`src/sv/vision_frame_checker_unit_macros.svh`:
```
// ----------------------------------------------------------------------------
// vision_frame_checker_unit_macros
// Assertion macros shared by the frame checker RTL.
// ----------------------------------------------------------------------------
`ifndef VISION_FRAME_CHECKER_UNIT_MACROS_SVH
`define VISION_FRAME_CHECKER_UNIT_MACROS_SVH

// same-cycle implication, disabled during reset
`define VFC_ASSERT_NOW(lbl, clk, rst, ante, cons, msg) \
   lbl: assert property (@(posedge clk) disable iff (rst) (ante) |-> (cons)) else $error(msg);

// next-cycle implication, disabled during reset
`define VFC_ASSERT_NEXT(lbl, clk, rst, ante, cons, msg) \
   lbl: assert property (@(posedge clk) disable iff (rst) (ante) |=> (cons)) else $error(msg);

`endif

```
`src/sv/vfc_pkg.sv`:
```
// ----------------------------------------------------------------------------
// vfc_pkg
// Constants and types for the camera frame checker.
// ----------------------------------------------------------------------------
`default_nettype none

package vfc_pkg;

   localparam logic [7:0] FRAME_HEADER = 8'hA5;
   localparam logic [3:0] MODE_MASK    = 4'hF;
   localparam int         FOUND_BIT    = 4;
   localparam logic [2:0] FRAME_LEN    = 3'd5;
   localparam logic [2:0] COUNT_MAX    = 3'd6;
   localparam int         NUM_BYTES    = 5;

   typedef enum logic [1:0] {
      STATUS_OK        = 2'd0,
      STATUS_BAD_FRAME = 2'd1,
      STATUS_BAD_SUM   = 2'd2
   } status_type;

endpackage

`default_nettype wire

```
`src/sv/vision_frame_checker_unit.sv`:
```
// ----------------------------------------------------------------------------
// vision_frame_checker_unit
// Checks camera frames byte by byte and holds the latest target report.
// Input channel req_*: one received byte per transaction, req_frame_end
// marks the last byte of a frame. Result channel rsp_*: one transaction per
// frame end, carrying the held target flag, errors and a frame status.
// csr_we/csr_wdata write the expected vision mode; write only when idle.
// A byte is registered on acceptance and processed from that input register.
// rsp_valid is registered: the last byte of a frame passes through the input
// register and then sets the result registers.
// Throughput is one byte per cycle; a frame-end byte waits in the input
// register only while an earlier result is still stalled in rsp_*.
// A byte that is not a frame end never waits in the input register.
// Synchronous reset clears the byte count, stored bytes, held results
// and the mode register; no result is pending after reset.
// ----------------------------------------------------------------------------
`default_nettype none

`include "vision_frame_checker_unit_macros.svh"

module vision_frame_checker_unit (
   input  wire logic                   clock,
   input  wire logic                   reset,
   input  wire logic                   req_valid,
   output      logic                   req_stall,
   input  wire logic [7:0]             req_rx_byte,
   input  wire logic                   req_frame_end,
   output      logic                   rsp_valid,
   input  wire logic                   rsp_stall,
   output      logic                   rsp_target_seen,
   output      logic signed [8:0]      rsp_error_x,
   output      logic signed [8:0]      rsp_error_y,
   output      logic [1:0]             rsp_frame_status,
   input  wire logic                   csr_we,
   input  wire logic [1:0]             csr_wdata
);

   import vfc_pkg::*;

   logic [1:0] mode_ff;
   logic       s1_valid_ff, s1_valid_in;
   logic [7:0] s1_byte_ff;
   logic       s1_end_ff;
   logic [2:0] count_ff, count_in;
   logic [7:0] bytes_ff [NUM_BYTES];
   logic       found_ff, found_in;
   logic [8:0] err_x_ff, err_x_in;
   logic [8:0] err_y_ff, err_y_in;
   logic       rsp_valid_ff, rsp_valid_in;
   status_type status_ff, status_in;

   logic       out_free;
   logic       s1_move;
   logic       s1_take;
   logic [7:0] b0, b1, b2, b3, b4;
   logic [2:0] len;
   logic [7:0] sum;
   logic       frame_ok;

   assign out_free  = !rsp_valid_ff || !rsp_stall;
   assign s1_move   = s1_valid_ff && (!s1_end_ff || out_free);
   assign req_stall = s1_valid_ff && !s1_move;
   assign s1_take   = req_valid && !req_stall;

   // view of the frame including the byte now being processed
   always_comb begin
      len = (count_ff < COUNT_MAX) ? count_ff + 3'd1 : count_ff;
      b0  = (count_ff == 3'd0) ? s1_byte_ff : bytes_ff[0];
      b1  = (count_ff == 3'd1) ? s1_byte_ff : bytes_ff[1];
      b2  = (count_ff == 3'd2) ? s1_byte_ff : bytes_ff[2];
      b3  = (count_ff == 3'd3) ? s1_byte_ff : bytes_ff[3];
      b4  = (count_ff == 3'd4) ? s1_byte_ff : bytes_ff[4];
      sum = b1 + b2 + b3;
      frame_ok = (b0 == FRAME_HEADER) && (len == FRAME_LEN) &&
                 ((b1[3:0] & MODE_MASK) == {2'b00, mode_ff});
   end

   always_comb begin
      s1_valid_in  = s1_take ? 1'b1 : (s1_move ? 1'b0 : s1_valid_ff);
      count_in     = count_ff;
      found_in     = found_ff;
      err_x_in     = err_x_ff;
      err_y_in     = err_y_ff;
      status_in    = status_ff;
      rsp_valid_in = rsp_valid_ff && rsp_stall;
      if (s1_move) begin
         count_in = len;
         if (s1_end_ff) begin
            count_in     = 3'd0;
            rsp_valid_in = 1'b1;
            if (!frame_ok) begin
               found_in  = 1'b0;
               err_x_in  = 9'd0;
               err_y_in  = 9'd0;
               status_in = STATUS_BAD_FRAME;
            end else if (sum != b4) begin
               status_in = STATUS_BAD_SUM;
            end else begin
               found_in  = b1[FOUND_BIT];
               err_x_in  = b1[FOUND_BIT] ? 9'd0 - {1'b0, b2} : 9'd0;
               err_y_in  = b1[FOUND_BIT] ? 9'd0 - {1'b0, b3} : 9'd0;
               status_in = STATUS_OK;
            end
         end
      end
   end

   always_ff @(posedge clock) begin
      if (reset) begin
         mode_ff      <= 2'd0;
         s1_valid_ff  <= 1'b0;
         count_ff     <= 3'd0;
         found_ff     <= 1'b0;
         err_x_ff     <= 9'd0;
         err_y_ff     <= 9'd0;
         rsp_valid_ff <= 1'b0;
         status_ff    <= STATUS_OK;
         for (int i = 0; i < NUM_BYTES; i++) begin
            bytes_ff[i] <= 8'd0;
         end
      end else begin
         if (csr_we) begin
            mode_ff <= csr_wdata;
         end
         s1_valid_ff  <= s1_valid_in;
         count_ff     <= count_in;
         found_ff     <= found_in;
         err_x_ff     <= err_x_in;
         err_y_ff     <= err_y_in;
         rsp_valid_ff <= rsp_valid_in;
         status_ff    <= status_in;
         if (s1_move && count_ff < FRAME_LEN) begin
            bytes_ff[count_ff] <= s1_byte_ff;
         end
      end
   end

   always_ff @(posedge clock) begin
      if (s1_take) begin
         s1_byte_ff <= req_rx_byte;
         s1_end_ff  <= req_frame_end;
      end
   end

   assign rsp_valid        = rsp_valid_ff;
   assign rsp_target_seen  = found_ff;
   assign rsp_error_x      = err_x_ff;
   assign rsp_error_y      = err_y_ff;
   assign rsp_frame_status = status_ff;

   `VFC_ASSERT_NOW(a_count_sat, clock, reset, 1'b1, count_ff <= COUNT_MAX, "byte count above limit")
   `VFC_ASSERT_NOW(a_clear_on_bad, clock, reset, rsp_valid_ff && status_ff == STATUS_BAD_FRAME, !found_ff && err_x_ff == 9'd0 && err_y_ff == 9'd0, "bad frame did not clear results")
   `VFC_ASSERT_NOW(a_no_target_zero, clock, reset, !found_ff, err_x_ff == 9'd0 && err_y_ff == 9'd0, "errors set without target")
   `VFC_ASSERT_NEXT(a_count_restart, clock, reset, s1_move && s1_end_ff, count_ff == 3'd0 && rsp_valid_ff, "frame end did not restart count")
   `VFC_ASSERT_NOW(a_stall_cause, clock, reset, req_stall, s1_valid_ff && s1_end_ff && rsp_valid_ff, "input stalled without pending result")

endmodule

`default_nettype wire
```
`config.mk`:
```
export PLATFORM = sky130hd
export DESIGN_NAME = vision_frame_checker_unit
export DESIGN_NICKNAME = d
export VERILOG_FILES = /design/src/sv/vfc_pkg.sv /design/src/sv/vision_frame_checker_unit.sv
export VERILOG_INCLUDE_DIRS = /design/src /design/src/sv
export SDC_FILE = /design/constraint.sdc
export NUM_CORES = 1
export LEC_CHECK = 0
export BUFFER_PORTS_ARGS = -buffer_cell sky130_fd_sc_hd__buf_2
export CAP_MARGIN = 0
export CORE_MARGIN = 2
export CORE_UTILIZATION = 31
export CTS_CLUSTER_SIZE = 20
export DETAILED_ROUTE_END_ITERATION = 16
export GPL_TIMING_DRIVEN = 0
export HOLD_SLACK_MARGIN = 0.08
export PLACE_DENSITY_LB_ADDON = 0.2
export SYNTH_ARGS = -nofsm -noshare
export SYNTH_HDL_FRONTEND = slang
export SYNTH_SLANG_ARGS = --single-unit
```
`constraint.sdc`:
```
create_clock -name clock -period 11.2 [get_ports clock]
set_input_delay 1.12 -clock clock [delete_from_list [all_inputs] [get_ports clock]]
set_output_delay 1.12 -clock clock [all_outputs]
set_load 0.02 [all_outputs]
```
### After elaboration in Yosys (flattened, before gate mapping)

Memories as Yosys holds them, arrays and structs flattened.
Index checks and enable logic that the tools add are counted.

* add/subtract/negate cells: 5
* $lt $le $gt $ge: 2
* equality and inequality tests: 9
* muxes and demuxes: 29
* reduce and logical (&&, ||, !) cells: 19

Operators by type and width (number)
* $mux W9: 6
* $mux W8: 6
* $sub A1 B8 Y9 const A: 2
* $add A8 B8 Y8: 2
* $mux W1: 12
* $mux W3: 3
* $eq A8 B8 Y1 const B: 1
* $ne A8 B8 Y1: 1
* $reduce_or A8 Y1: 1
* $logic_and A1 B1 Y1: 7
* $eq A3 B2 Y1 const B: 2
* $eq A3 B3 Y1 const B: 2
* $lt A3 B3 Y1 const B: 2
* $logic_not A1 Y1: 5
* $eq A4 B2 Y1: 1
* $mux W2: 2
* $add A3 B1 Y3 const B: 1
* $eq A3 B1 Y1 const B: 1
* $logic_not A3 Y1: 1
* $reduce_and A3 Y1: 1
* $logic_or A1 B1 Y1: 2
* $ne A2 B2 Y1 const B: 1
* $reduce_and A2 Y1: 1
* $reduce_bool A2 Y1: 1

* bits in registers: 37
* bits in writable memories: 40
* bits of input ports: 16
* output and inout bits: 23
* word-level logic and storage cells: 75
* memories: 1

Memories
* bytes_ff: depth 5, bits a word 8, read ports 5, clocked after Yosys merged registers in 0, wr ports 5, RTL line vision_frame_checker_unit.sv:45 `logic [7:0] bytes_ff [NUM_BYTES];`

### Longest topological paths before layout

Gate-level depths: netlist of the first run.

* depth after elaboration: 10
* depth in mapped cells: 19
* gate-level depth less buffers: 16

### Worst setup path before layout of the first run

Ideal clock, no wire load.

* kind: register -> register
* start point: reg count_ff[0]
* end point: reg found_ff (netlist: rsp_target_seen)
* setup time: 123 ps
* data arrival time: 4468 ps
* required time: 11077 ps
* path slack: 6609 ps
* stages on the path, launching flop included: 18
* path buffers: 3
* period minus slack after synthesis: 4591 ps
* cells stage by stage: dfxtp_1 > inv_1 > ha_1 > nor2b_1 > clkbuf_1 > clkbuf_1 > mux2i_1 > xor2_1 > ha_1 > ha_1 > fa_1 > a21o_1 > a21oi_1 > o21ai_0 > or3_1 > a2111oi_4 > buf_6 > mux2_1

* cells in the longest elaborated chain, start to end: 7
* elaborated cells on any way between the ends: 25
* those cells by class: 3 x add/sub; 1 x order compare; 9 x eq/ne; 8 x mux; 4 x reduce/logical

RTL lines
* from (decl): RTL line vision_frame_checker_unit.sv:44 `logic [2:0] count_ff, count_in;`
* from (signal assigned): RTL line vision_frame_checker_unit.sv:126 `count_ff <= count_in;`
* $eq A3 B1 Y1, or another cell as far along: RTL line vision_frame_checker_unit.sv:69 `b1 = (count_ff == 3'd1) ? s1_byte_ff : bytes_ff[1];`
* $mux W8, or another cell as far along: RTL line vision_frame_checker_unit.sv:69
* $add A8 B8 Y8, or another cell as far along: RTL line vision_frame_checker_unit.sv:73 `sum = b1 + b2 + b3;`
* $add A8 B8 Y8 / $logic_and A1 B1 Y1 (equally long branches): RTL line vision_frame_checker_unit.sv:73, vision_frame_checker_unit.sv:74
* $ne A8 B8 Y1 / $logic_and A1 B1 Y1 (equally long branches): RTL line vision_frame_checker_unit.sv:96, vision_frame_checker_unit.sv:74
* $ne A2 B2 Y1 (no line)
* $reduce_and A3 Y1 (no line)
* to (signal assigned): RTL line vision_frame_checker_unit.sv:127 `found_ff <= found_in;`
* to (decl): RTL line vision_frame_checker_unit.sv:46 `logic found_ff, found_in;`

Several ways; a longest one is shown, not always the timed one. The select of a mux whose other input is x is not followed.
A chain may end at the register's enable or synchronous reset.

### Final worst setup path of the first run

Ends and elaborated chain as after synthesis.

==> results of run 1 <==
cell usage in the layout (no fill, tap or decap), types with 5 or more instances in the layout:
cell | synthesis | final
a21oi_1 | 16 | 16
nand2_1 | 51 | 51
and2_1 | 30 | 30
mux2i_1 | 46 | 46
ha_1 | 16 | 16
or2_2 | 5 | 5
nor2_1 | 21 | 21
inv_1 | 12 | 12
xor2_1 | 11 | 11
clkbuf_16 | 0 | 9
dfxtp_1 | 28 | 28
nor3_1 | 11 | 11
buf_2 | 2 | 39
fa_1 | 5 | 5
clkbuf_1 | 13 | 15
and3_1 | 11 | 11
nand3_1 | 8 | 8
edfxtp_1 | 49 | 49
o21ai_0 | 8 | 8
nor2b_1 | 5 | 5
xnor2_1 | 19 | 19
nand2b_1 | 6 | 6
logic make-up after synthesis:
| logic type | after synthesis |
|---|---|
| flops | 77 |
| mux | 51 |
| xor+xnor | 30 |
| simple gates | 166 |
| fa+ha+maj | 21 |
| buf+inv | 36 |
| compound gates | 47 |
flip-flops by register name, indices dropped and copies added (netlist names), 2 cells and up:
name / count
count_ff: 3
rsp_frame_status: 2
rsp_error_y: 9
mode_ff: 2
s1_byte_ff: 8
bytes_ff: 40
rsp_error_x: 9
critical path: cells and delay by family (launching register included):
| family | cells | cell delay (ns) |
|---|---|---|
| flops | 1 | 0.37 |
| simple gates | 2 | 0.52 |
| buf+inv | 4 | 1.20 |
| compound gates | 4 | 0.96 |
| xor+xnor | 1 | 0.19 |
| fa+ha+maj | 4 | 1.11 |
| mux | 2 | 0.76 |
report_power, final:
| group | total [uW] | internal [uW] | switching [uW] |
|---|---|---|---|
| combinational | 83.8 | 33.7 | 50.1 |
| clock | 266 | 151 | 116 |
| sequential | 317 | 311 | 6.08 |
| total | 667 | 495 | 172 |
per-stage QoR:
stage                     worst slack (ns)  hold WS, ns   util  total power, uW
after detailed placement              5.98        0.445  0.349              407
after global placement                5.98        0.442  0.349              405
final                                 5.96        0.452  0.368              667
after CTS                             5.96        0.458  0.368              674
after global routing                  5.64        0.479  0.368              693
after floorplan                       6.61        0.482      -              384
area by class of cell:
class                           count  area, sq um  share of cell area
Clock buffer                       11          233              0.0450
Multi-Input combinational cell    315         2290               0.443
Timing Repair Buffer               37          185              0.0358
Clock inverter                      5         36.3             0.00702
Tap cell                          180          225              0.0436
Inverter                           13         48.8             0.00944
Buffer                             23          123              0.0237
Sequential cell                    77         2030               0.393
layer usage:
| layer | share of wire | up-vias |
|---|---|---|
| met1 | 0.49 | 1470 |
| met3 | 0.052 | 6 |
| met2 | 0.45 | 82 |
| met4 | 0.0075 | 0 |
| met5 | 0 | - |
| li1 | - | 1598 |
final timing paths:
kind	from	to	slack [ns]
worst max-delay path	count_ff[0]$_SDFFE_PP0P_	rsp_target_seen$_SDFFE_PP0P_	5.96
worst min-delay path	rsp_error_y[8]$_SDFFE_PP0P_	rsp_error_y[8]$_SDFFE_PP0P_	0.45
worst max register to register	count_ff[0]$_SDFFE_PP0P_	rsp_target_seen$_SDFFE_PP0P_	5.96
worst min register to register	rsp_error_y[8]$_SDFFE_PP0P_	rsp_error_y[8]$_SDFFE_PP0P_	0.45
==> run metrics, run 1 <==
outcome finished, final reports clean; clock skew 0.00848 ns; Vias/cell 4.77; f_max ~0.19 GHz; DR pass1 iterations 4; Layout area overhead 15.1%; diodes inserted 0; Design Area, Final 0.00517 sq mm; global route hottest layer met2; Lkg Pwr 0.00204 uW; yosys warns 0; worst relative slew slack 0.470; met2 usage 0.229; critical path arrival between 5 and 6 ns; Tmin final about 5.2 ns; Hold Vio Cnt, Final 0; I/O Buffers 37; Setup crit start kind flop; Global Route met3 Usage 0.0331; Synth Area in Simple Gates 0.196; min-delay worst type flop to flop; initial antenna violation count 0; Via Count 3156; hold buffers post-CTS 0; die width 124 um; Slew Viols, Final 0; drt drc 0; Synth area leaders edfxtp_1, dfxtp_1, mux2i_1; grt ovf 0; Syn Inst Count around 430; Synth Area in Adders 0.0669; # IOs 39; Compound-Gate Fraction of Synth Area 0.0696; CTS buffer count 9; worst reg2reg path depth 17; # resized after CTS 0; register bit count reported by yosys between 70 and 80; clk slew on worst S/H paths roughly 0.06 ns; clock sink count 77; Data required, critical path approximately 11 ns; fin crit share 0.468; Fin Setup TNS 0 ns; CTS tree yes; post-route ant nets 0; CP max FO 10; site row count 43; area share of the largest cell type after synthesis 0.328; Max VDD drop between 100 and 150 uV; cell with the most instances after synthesis nand2_1; critical path type flop to flop; Top FF cell, synth edfxtp_1; Distinct cells, synth 57; largest net degree at the start of global routing 14; total track usage 0.144; fin cells 661; Die Y-Extent ~120 um; Seq/Total Area, Yosys 0.452; vias in the first global route 3217; Synth Area in XOR/XNOR 0.0585; routed len/inst ~16 um; main combinational cell family by area after synthesis simple AND/OR/NAND/NOR gates; layout cell share with drive strength beyond 1 0.154; worst hold path stage count 2; cells along the critical path inv_1 -> ha_1 -> nor2b_1 -> clkbuf_1 -> clkbuf_1 -> mux2i_1 -> xor2_1 -> ha_1 -> ha_1 -> fa_1 -> a21o_1 -> a21oi_1 -> o21ai_0 -> or3_1 -> a2111oi_4 -> buf_6 -> mux2_1; first-pass GRT wire length between 15 and 20 mm; commonest cells in the netlist nand2_1, edfxtp_1, mux2i_1, and2_1, dfxtp_1; Syn Area/Cell 10.5 sq um; final setup fails 0; Iter 0 DRT Violations 197; Die ar. 0.0155 sq mm; post-synthesis mux area share 0.118; EDFF count, synth 49; Largest stage delay, worst path 0.44 ns; MaxCap Viol Count 0; Worst setup EP type flop; # fillers between 1000 and 1500; worst-skew pair later-pin latency approximately 0.34 ns; Starting Density 0.320; Final HPWL DP 7.98 mm; Post-DP Area approximately 0.0049 sq mm; largest area contributor in the synthesized netlist edfxtp_1; dpl cells 645; Core Box Area around 0.014 sq mm; Routed Wire Length around 11 mm; gpl congestion 0.872; Worst Tran Pin Value 0.794 ns; setup repair bufs after CTS 0; unrepaired setup endpoints after global routing no; mapped cell area 0.00449 sq mm; H-tree levels 3; Root Driver clkbuf_16; final net count 513; critical path's most frequent cell ha_1; Max clock buf depth 2; slowest stage cell, crit path clkbuf_1; GRT met1 Usage 0.199; pwr/cell area 129 mW/mm^2; FFs w/ async S/R, synth 0; total nets after synthesis 465
Note: power is estimated with default switching activity, not from simulation.
==> inputs of run 2 (changes only) <==
--- a/config.mk
+++ b/config.mk
@@ -6,6 +6,7 @@
 export SDC_FILE = /design/constraint.sdc
 export NUM_CORES = 1
 export LEC_CHECK = 0
+export ABC_AREA = 1
 export BUFFER_PORTS_ARGS = -buffer_cell sky130_fd_sc_hd__buf_2
 export CAP_MARGIN = 0
 export CORE_MARGIN = 2
==> constraint.sdc (replaced) <==
create_clock -name clock -period 5.2 [get_ports clock]
set_input_delay 0.52 -clock clock [delete_from_list [all_inputs] [get_ports clock]]
set_output_delay 0.52 -clock clock [all_outputs]
set_load 0.02 [all_outputs]
==> run 2 against run 1 <==
Against the previous run: synthesized area grew 2.5%; highest routed layer unchanged; wire length grew 11%; clock skew down 0.0017 ns; largest power group unchanged; worst setup slack lost 5.0 ns; cell count is 21% higher; non-clock buffer count is 6 lower; largest cell class unchanged; sequential cell count is the same; sequential share of layout area is 1.0 points lower; sequential power up 120%; via count up 23%.
==> run metrics, run 2 <==
fin crit share 0.815; Die Y-Extent roughly 130 um; setup repair bufs after CTS 0; Distinct cells, synth 38; critical path's most frequent cell a21oi_1; Min-Delay Startpoint req_rx_byte[5]; WHS Endpoint s1_byte_ff[5]$_DFFE_PP_; DR pass1 iterations 5; worst hold path stage count 1; # resized after CTS 0; routed len/inst ~15 um; r2r setup slk between 0.9 and 1 ns; unrepaired setup endpoints after global routing no; Fin Setup TNS 0 ns; worst reg2reg path depth 20; max reg flops 40; post-route ant nets 0; CP max FO 10; commonest cells in the netlist nand2_1, inv_1, nor2_1, nand3_1, edfxtp_1; Routed Wire Length approximately 12 mm; Setup crit start kind flop; clock sink count 77; f_max 0.236 GHz; MaxCap Viol Count 0; total nets after synthesis between 600 and 700; Largest stage delay, worst path 0.55 ns; final setup fails 0; largest net degree at the start of global routing 13; Post-DP Area 0.00502 sq mm; sequential cell area 0.00203 sq mm; critical path type flop to flop; worst reg2reg path endpoint rsp_error_y[8]$_SDFFE_PP0P_; layout cell share with drive strength beyond 1 0.144; worst relative slew slack 0.440; outcome finished, final reports clean; clk slew on worst S/H paths 0.06 ns; Tmin final 4.24 ns; Starting Density 0.317; Lkg Pwr 0.00248 uW; Synth area leaders edfxtp_1, dfxtp_1, nand2_1; largest area contributor in the synthesized netlist edfxtp_1; Worst setup EP type flop; mapped cell area about 0.0046 sq mm; H-tree levels 3; pwr/cell area 285 mW/mm^2; Syn Inst Count ~560; clock skew around 0.007 ns; most common cell after layout, fill and taps aside nand2_1; CTS buffer count 9; EDFF count, synth 49; cells along the critical path inv_1 -> ha_1 -> nand2_8 -> buf_8 -> nor2_1 -> a21oi_1 -> fa_1 -> inv_1 -> ha_1 -> a21oi_1 -> nand3_1 -> nand3_1 -> nand2_1 -> nor2_1 -> nand2_1 -> nor2_2 -> buf_4 -> buf_6 -> nand4_1 -> a21oi_1; Final HPWL DP between 9 and 10 mm; cell with the most instances after synthesis nand2_1; Iter 0 DRT Violations about 260; CTS tree yes; slowest stage cell, crit path a21oi_1; Max clock buf depth 2; yosys warns 0; # fillers 1552; die width 126 um; Root Driver clkbuf_16; # IOs 39; final net count 649; Worst Tran Pin Value 0.836 ns; site row count 44; Core Box Area around 0.015 sq mm; register bit count reported by yosys 77; vias in the first global route 3692; reg2reg start count_ff[1]$_SDFFE_PP0P_; Syn Area/Cell slightly above 8 sq um; Hold Slack 0.355 ns; Data required, critical path roughly 5.5 ns; area share of the largest cell type after synthesis 0.320; drt drc 0; Layout area overhead 15.3%; Vias/cell 4.86; area of the multi-input gates between 0.002 and 0.0025 sq mm; Top FF cell, synth edfxtp_1; Die ar. between 0.015 and 0.02 sq mm; commonest cells after routing, fill and taps aside nand2_1, inv_1, nor2_1, nand3_1, edfxtp_1; Slew Viols, Final 0; worst-skew pair later-pin latency 0.34 ns; Via Count 3894; FFs w/ async S/R, synth 0; grt ovf 0; critical path arrival 4.50 ns; min-delay worst type primary input to flop; Design Area, Final 0.00531 sq mm; first-pass GRT wire length 19.1 mm; Pwr Total 1510 uW; Hold Vio Cnt, Final 0; gpl congestion between 0.8 and 0.9; hold buffers post-CTS 0; I/O Buffers 37; total track usage 0.156; Reg with most FFs bytes_ff; Seq/Total Area, Yosys 0.441; diodes inserted 0; initial antenna violation count 0; Max VDD drop ~160 uV
-- run 2: report_power, final --
group	internal, uW	switching [uW]
registers	671	12.2
logic	77.9	147
clock network	370	235
-- run 2: layer usage --
metal  up-vias  global-route usage  share of wire
met5         -                   0              0
met4         0              0.0427          0.012
met3        11              0.0336          0.052
met2        98               0.253           0.46
met1      1828               0.213           0.48
li1       1957                   -              -
-- run 2: cell families after synthesis --
logic type / Yosys count / synth area share
buffers and inverters: 99 / 0.100
flip-flops: 77 / 0.441
AND/OR/NAND/NOR: 288 / 0.286
adder cells (fa/ha/maj): 21 / 0.0652
AO/OA/AOI/OAI: 67 / 0.0840
XOR/XNOR: 12 / 0.0228
-- run 2: worst max path at each step --
| stage | startpoint | endpoint | slack, ns | depth (start not counted) |
|---|---|---|---|---|
| floorplan | count_ff[1]$_SDFFE_PP0P_ | rsp_error_y[5]$_SDFFE_PP0P_ | 1.66 | 20 |
| global placement | count_ff[1]$_SDFFE_PP0P_ | rsp_error_y[8]$_SDFFE_PP0P_ | 1.03 | 20 |
| detailed placement | count_ff[1]$_SDFFE_PP0P_ | rsp_error_y[8]$_SDFFE_PP0P_ | 0.99 | 20 |
| CTS | count_ff[1]$_SDFFE_PP0P_ | rsp_error_y[8]$_SDFFE_PP0P_ | 0.96 | 20 |
| global route | count_ff[1]$_SDFFE_PP0P_ | rsp_error_y[8]$_SDFFE_PP0P_ | 0.62 | 20 |
| finish | count_ff[1]$_SDFFE_PP0P_ | rsp_error_y[8]$_SDFFE_PP0P_ | 0.96 | 20 |
-- run 2: critical path, delay by kind of cell (launching register included) --
family | cells | cell delay (ns)
DFF | 1 | 0.44
and+or+nand+nor | 9 | 0.87
AOI/OAI and AO/OA | 3 | 1.07
adders and majority gates | 3 | 1.11
buffers and inverters | 5 | 0.67
-- run 2: layout make-up --
class,count,share of cell area
tap,184,0.0434
inverter,82,0.0604
clock inverter,1,0.000943
multi-input combinational,388,0.398
buffer,17,0.0264
clock buffer,15,0.0533
sequential,77,0.383
timing repair buffer,37,0.0349
-- run 2: metrics by stage --
stage          std cells  utilization  worst slack, ns
2_1_floorplan        564            -             1.66
5_1_grt              801        0.365            0.619
6_report             801        0.365            0.963
3_5_place_dp         785        0.345            0.991
4_1_cts              801        0.365            0.963
3_3_place_gp         785        0.345             1.03
==> inputs of run 3 (changes only) <==
--- a/config.mk
+++ b/config.mk
@@ -6,7 +6,7 @@
 export SDC_FILE = /design/constraint.sdc
 export NUM_CORES = 1
 export LEC_CHECK = 0
-export ABC_AREA = 1
+export ABC_AREA = 0
 export BUFFER_PORTS_ARGS = -buffer_cell sky130_fd_sc_hd__buf_2
 export CAP_MARGIN = 0
 export CORE_MARGIN = 2
==> constraint.sdc (replaced) <==
create_clock -name clock -period 4.05 [get_ports clock]
set_input_delay 0.405 -clock clock [delete_from_list [all_inputs] [get_ports clock]]
set_output_delay 0.405 -clock clock [all_outputs]
set_load 0.02 [all_outputs]
==> run 3 against run 2 <==
Against the previous run: die area fell by 2.3%; cell area rose by 6.9%; sequential share of layout area fell by 2.3 points.
==> run metrics, run 3 (same netlist as run 1, synthesis figures left out) <==
outcome finished, final reports clean; Layout area overhead 26.2%; Max clock buf depth 2; Die Y-Extent 124 um; Worst Tran Pin Value 0.774 ns; f_max 0.254 GHz; critical path type flop to flop; H-tree levels 3; Core Box Area 0.0140 sq mm; CP max FO 8; diodes inserted 0; critical path arrival about 4.2 ns; Routed Wire Length 11.3 mm; site row count 43; final net count 538; Die ar. between 0.015 and 0.02 sq mm; Iter 0 DRT Violations between 100 and 150; Starting Density 0.320; Pwr Total 1940 uW; DR pass1 iterations 4; Global Route met3 Usage 0.0314; Setup crit start kind flop; Vias/cell 4.76; Data required, critical path between 4 and 5 ns; Hold Vio Cnt, Final 0; Reg with most FFs bytes_ff; clk slew on worst S/H paths 0.06 ns; Max VDD drop 205 uV; met2 usage 0.238; largest net degree at the start of global routing 13; gpl congestion 0.814; pre-CTS setup slack -0.516 ns; initial antenna violation count 0; CTS buffer count 9; fin crit share 0.972; CTS tree yes; hold buffers post-CTS 0; # fillers 1357; die width 124 um; vias in the first global route 3359; worst relative slew slack 0.483; GRT met1 Usage 0.209; Via Count 3264; min-delay worst type primary input to flop; drt drc 0; Worst setup EP type flop; global route hottest layer met2; layout cell share with drive strength beyond 1 0.275; I/O Buffers 37; final setup fails 0; most common cell after layout, fill and taps aside nand2_1; grt ovf 0; Final HPWL DP approximately 8 mm; Tmin final 3.94 ns; pwr/cell area 343 mW/mm^2; first-pass GRT wire length 18.2 mm; clock sink count 77; worst-skew pair later-pin latency approximately 0.33 ns; post-route ant nets 0; clock skew 0.00632 ns; max reg flops 40; total track usage 0.149; Slew Viols, Final 0; Root Driver clkbuf_16; PnR worst setup slack 0.112 ns; Lkg Pwr 0.00223 uW; routed len/inst 16.4 um; commonest cells after routing, fill and taps aside nand2_1, edfxtp_1, buf_2, mux2i_1; # IOs 39; MaxCap Viol Count 0
[run 3: worst max-delay path, cell delays in order, from the launching register on]
cell       delay, ns
dfxtp_2         0.38
buf_6           0.14
inv_2           0.06
ha_4            0.18
nand2b_4        0.14
mux2i_4         0.32
xor2_2          0.20
ha_4            0.23
ha_4            0.16
fa_2            0.34
a21o_1          0.18
a21oi_2         0.17
buf_4           0.13
buf_4           0.10
xnor2_1         0.11
nand2_1         0.11
a2111oi_4       0.40
buf_6           0.18
mux2_4          0.29
[run 3: repair_timing]
item	in CTS	in global routing
setup buffers	24	5
pin swaps	9	9
resized for setup	30	24
endpoints found under the setup margin	20	20
[run 3: path summary, 6_finish.rpt]
path                                                   from                           end  slack (ns)  cells after the start
worst max-delay path               count_ff[1]$_SDFFE_PP0P_  rsp_target_seen$_SDFFE_PP0P_        0.11                     18
worst min register to register  rsp_error_x[1]$_SDFFE_PP0P_   rsp_error_x[1]$_SDFFE_PP0P_        0.45                      2
worst min-delay path                         req_rx_byte[7]       s1_byte_ff[7]$_DFFE_PP_        0.24                      1
worst max register to register     count_ff[1]$_SDFFE_PP0P_  rsp_target_seen$_SDFFE_PP0P_        0.11                     18
[run 3: per-stage QoR]
step                 util  std cells  cell area (sq um)  hold WS [ns]  TNS (ns)
finish              0.404        686               5670         0.243         0
CTS                 0.393        682               5510         0.236         0
global route        0.404        686               5670         0.231   -0.0869
floorplan               -        428               4550         0.482         0
global placement    0.353        645               4960         0.440     -6.98
detailed placement  0.353        645               4960         0.444     -7.40
[run 3: cell type report]
| type | instances | area (sq um) | share of cell area |
|---|---|---|---|
| sequential | 77 | 2040 | 0.360 |
| buffer | 19 | 158 | 0.0278 |
| clock buffer | 12 | 236 | 0.0417 |
| clock inverter | 4 | 48.8 | 0.00861 |
| tap | 180 | 225 | 0.0397 |
| multi-input combinational | 315 | 2500 | 0.442 |
| inverter | 13 | 51.3 | 0.00905 |
| timing repair buffer | 66 | 407 | 0.0717 |
[run 3: metal layers]
| metal | part of all wire | up-vias |
|---|---|---|
| li1 | - | 1644 |
| met1 | 0.48 | 1533 |
| met2 | 0.46 | 77 |
| met3 | 0.045 | 10 |
| met4 | 0.0089 | 0 |
| met5 | 0 | - |
[run 3: power breakdown]
part,internal [uW],total [uW],leakage (uW),switching (uW)
logic,123,272,0.00136,149
registers,860,883,0.000731,23.6
clock network,477,788,0.000141,311
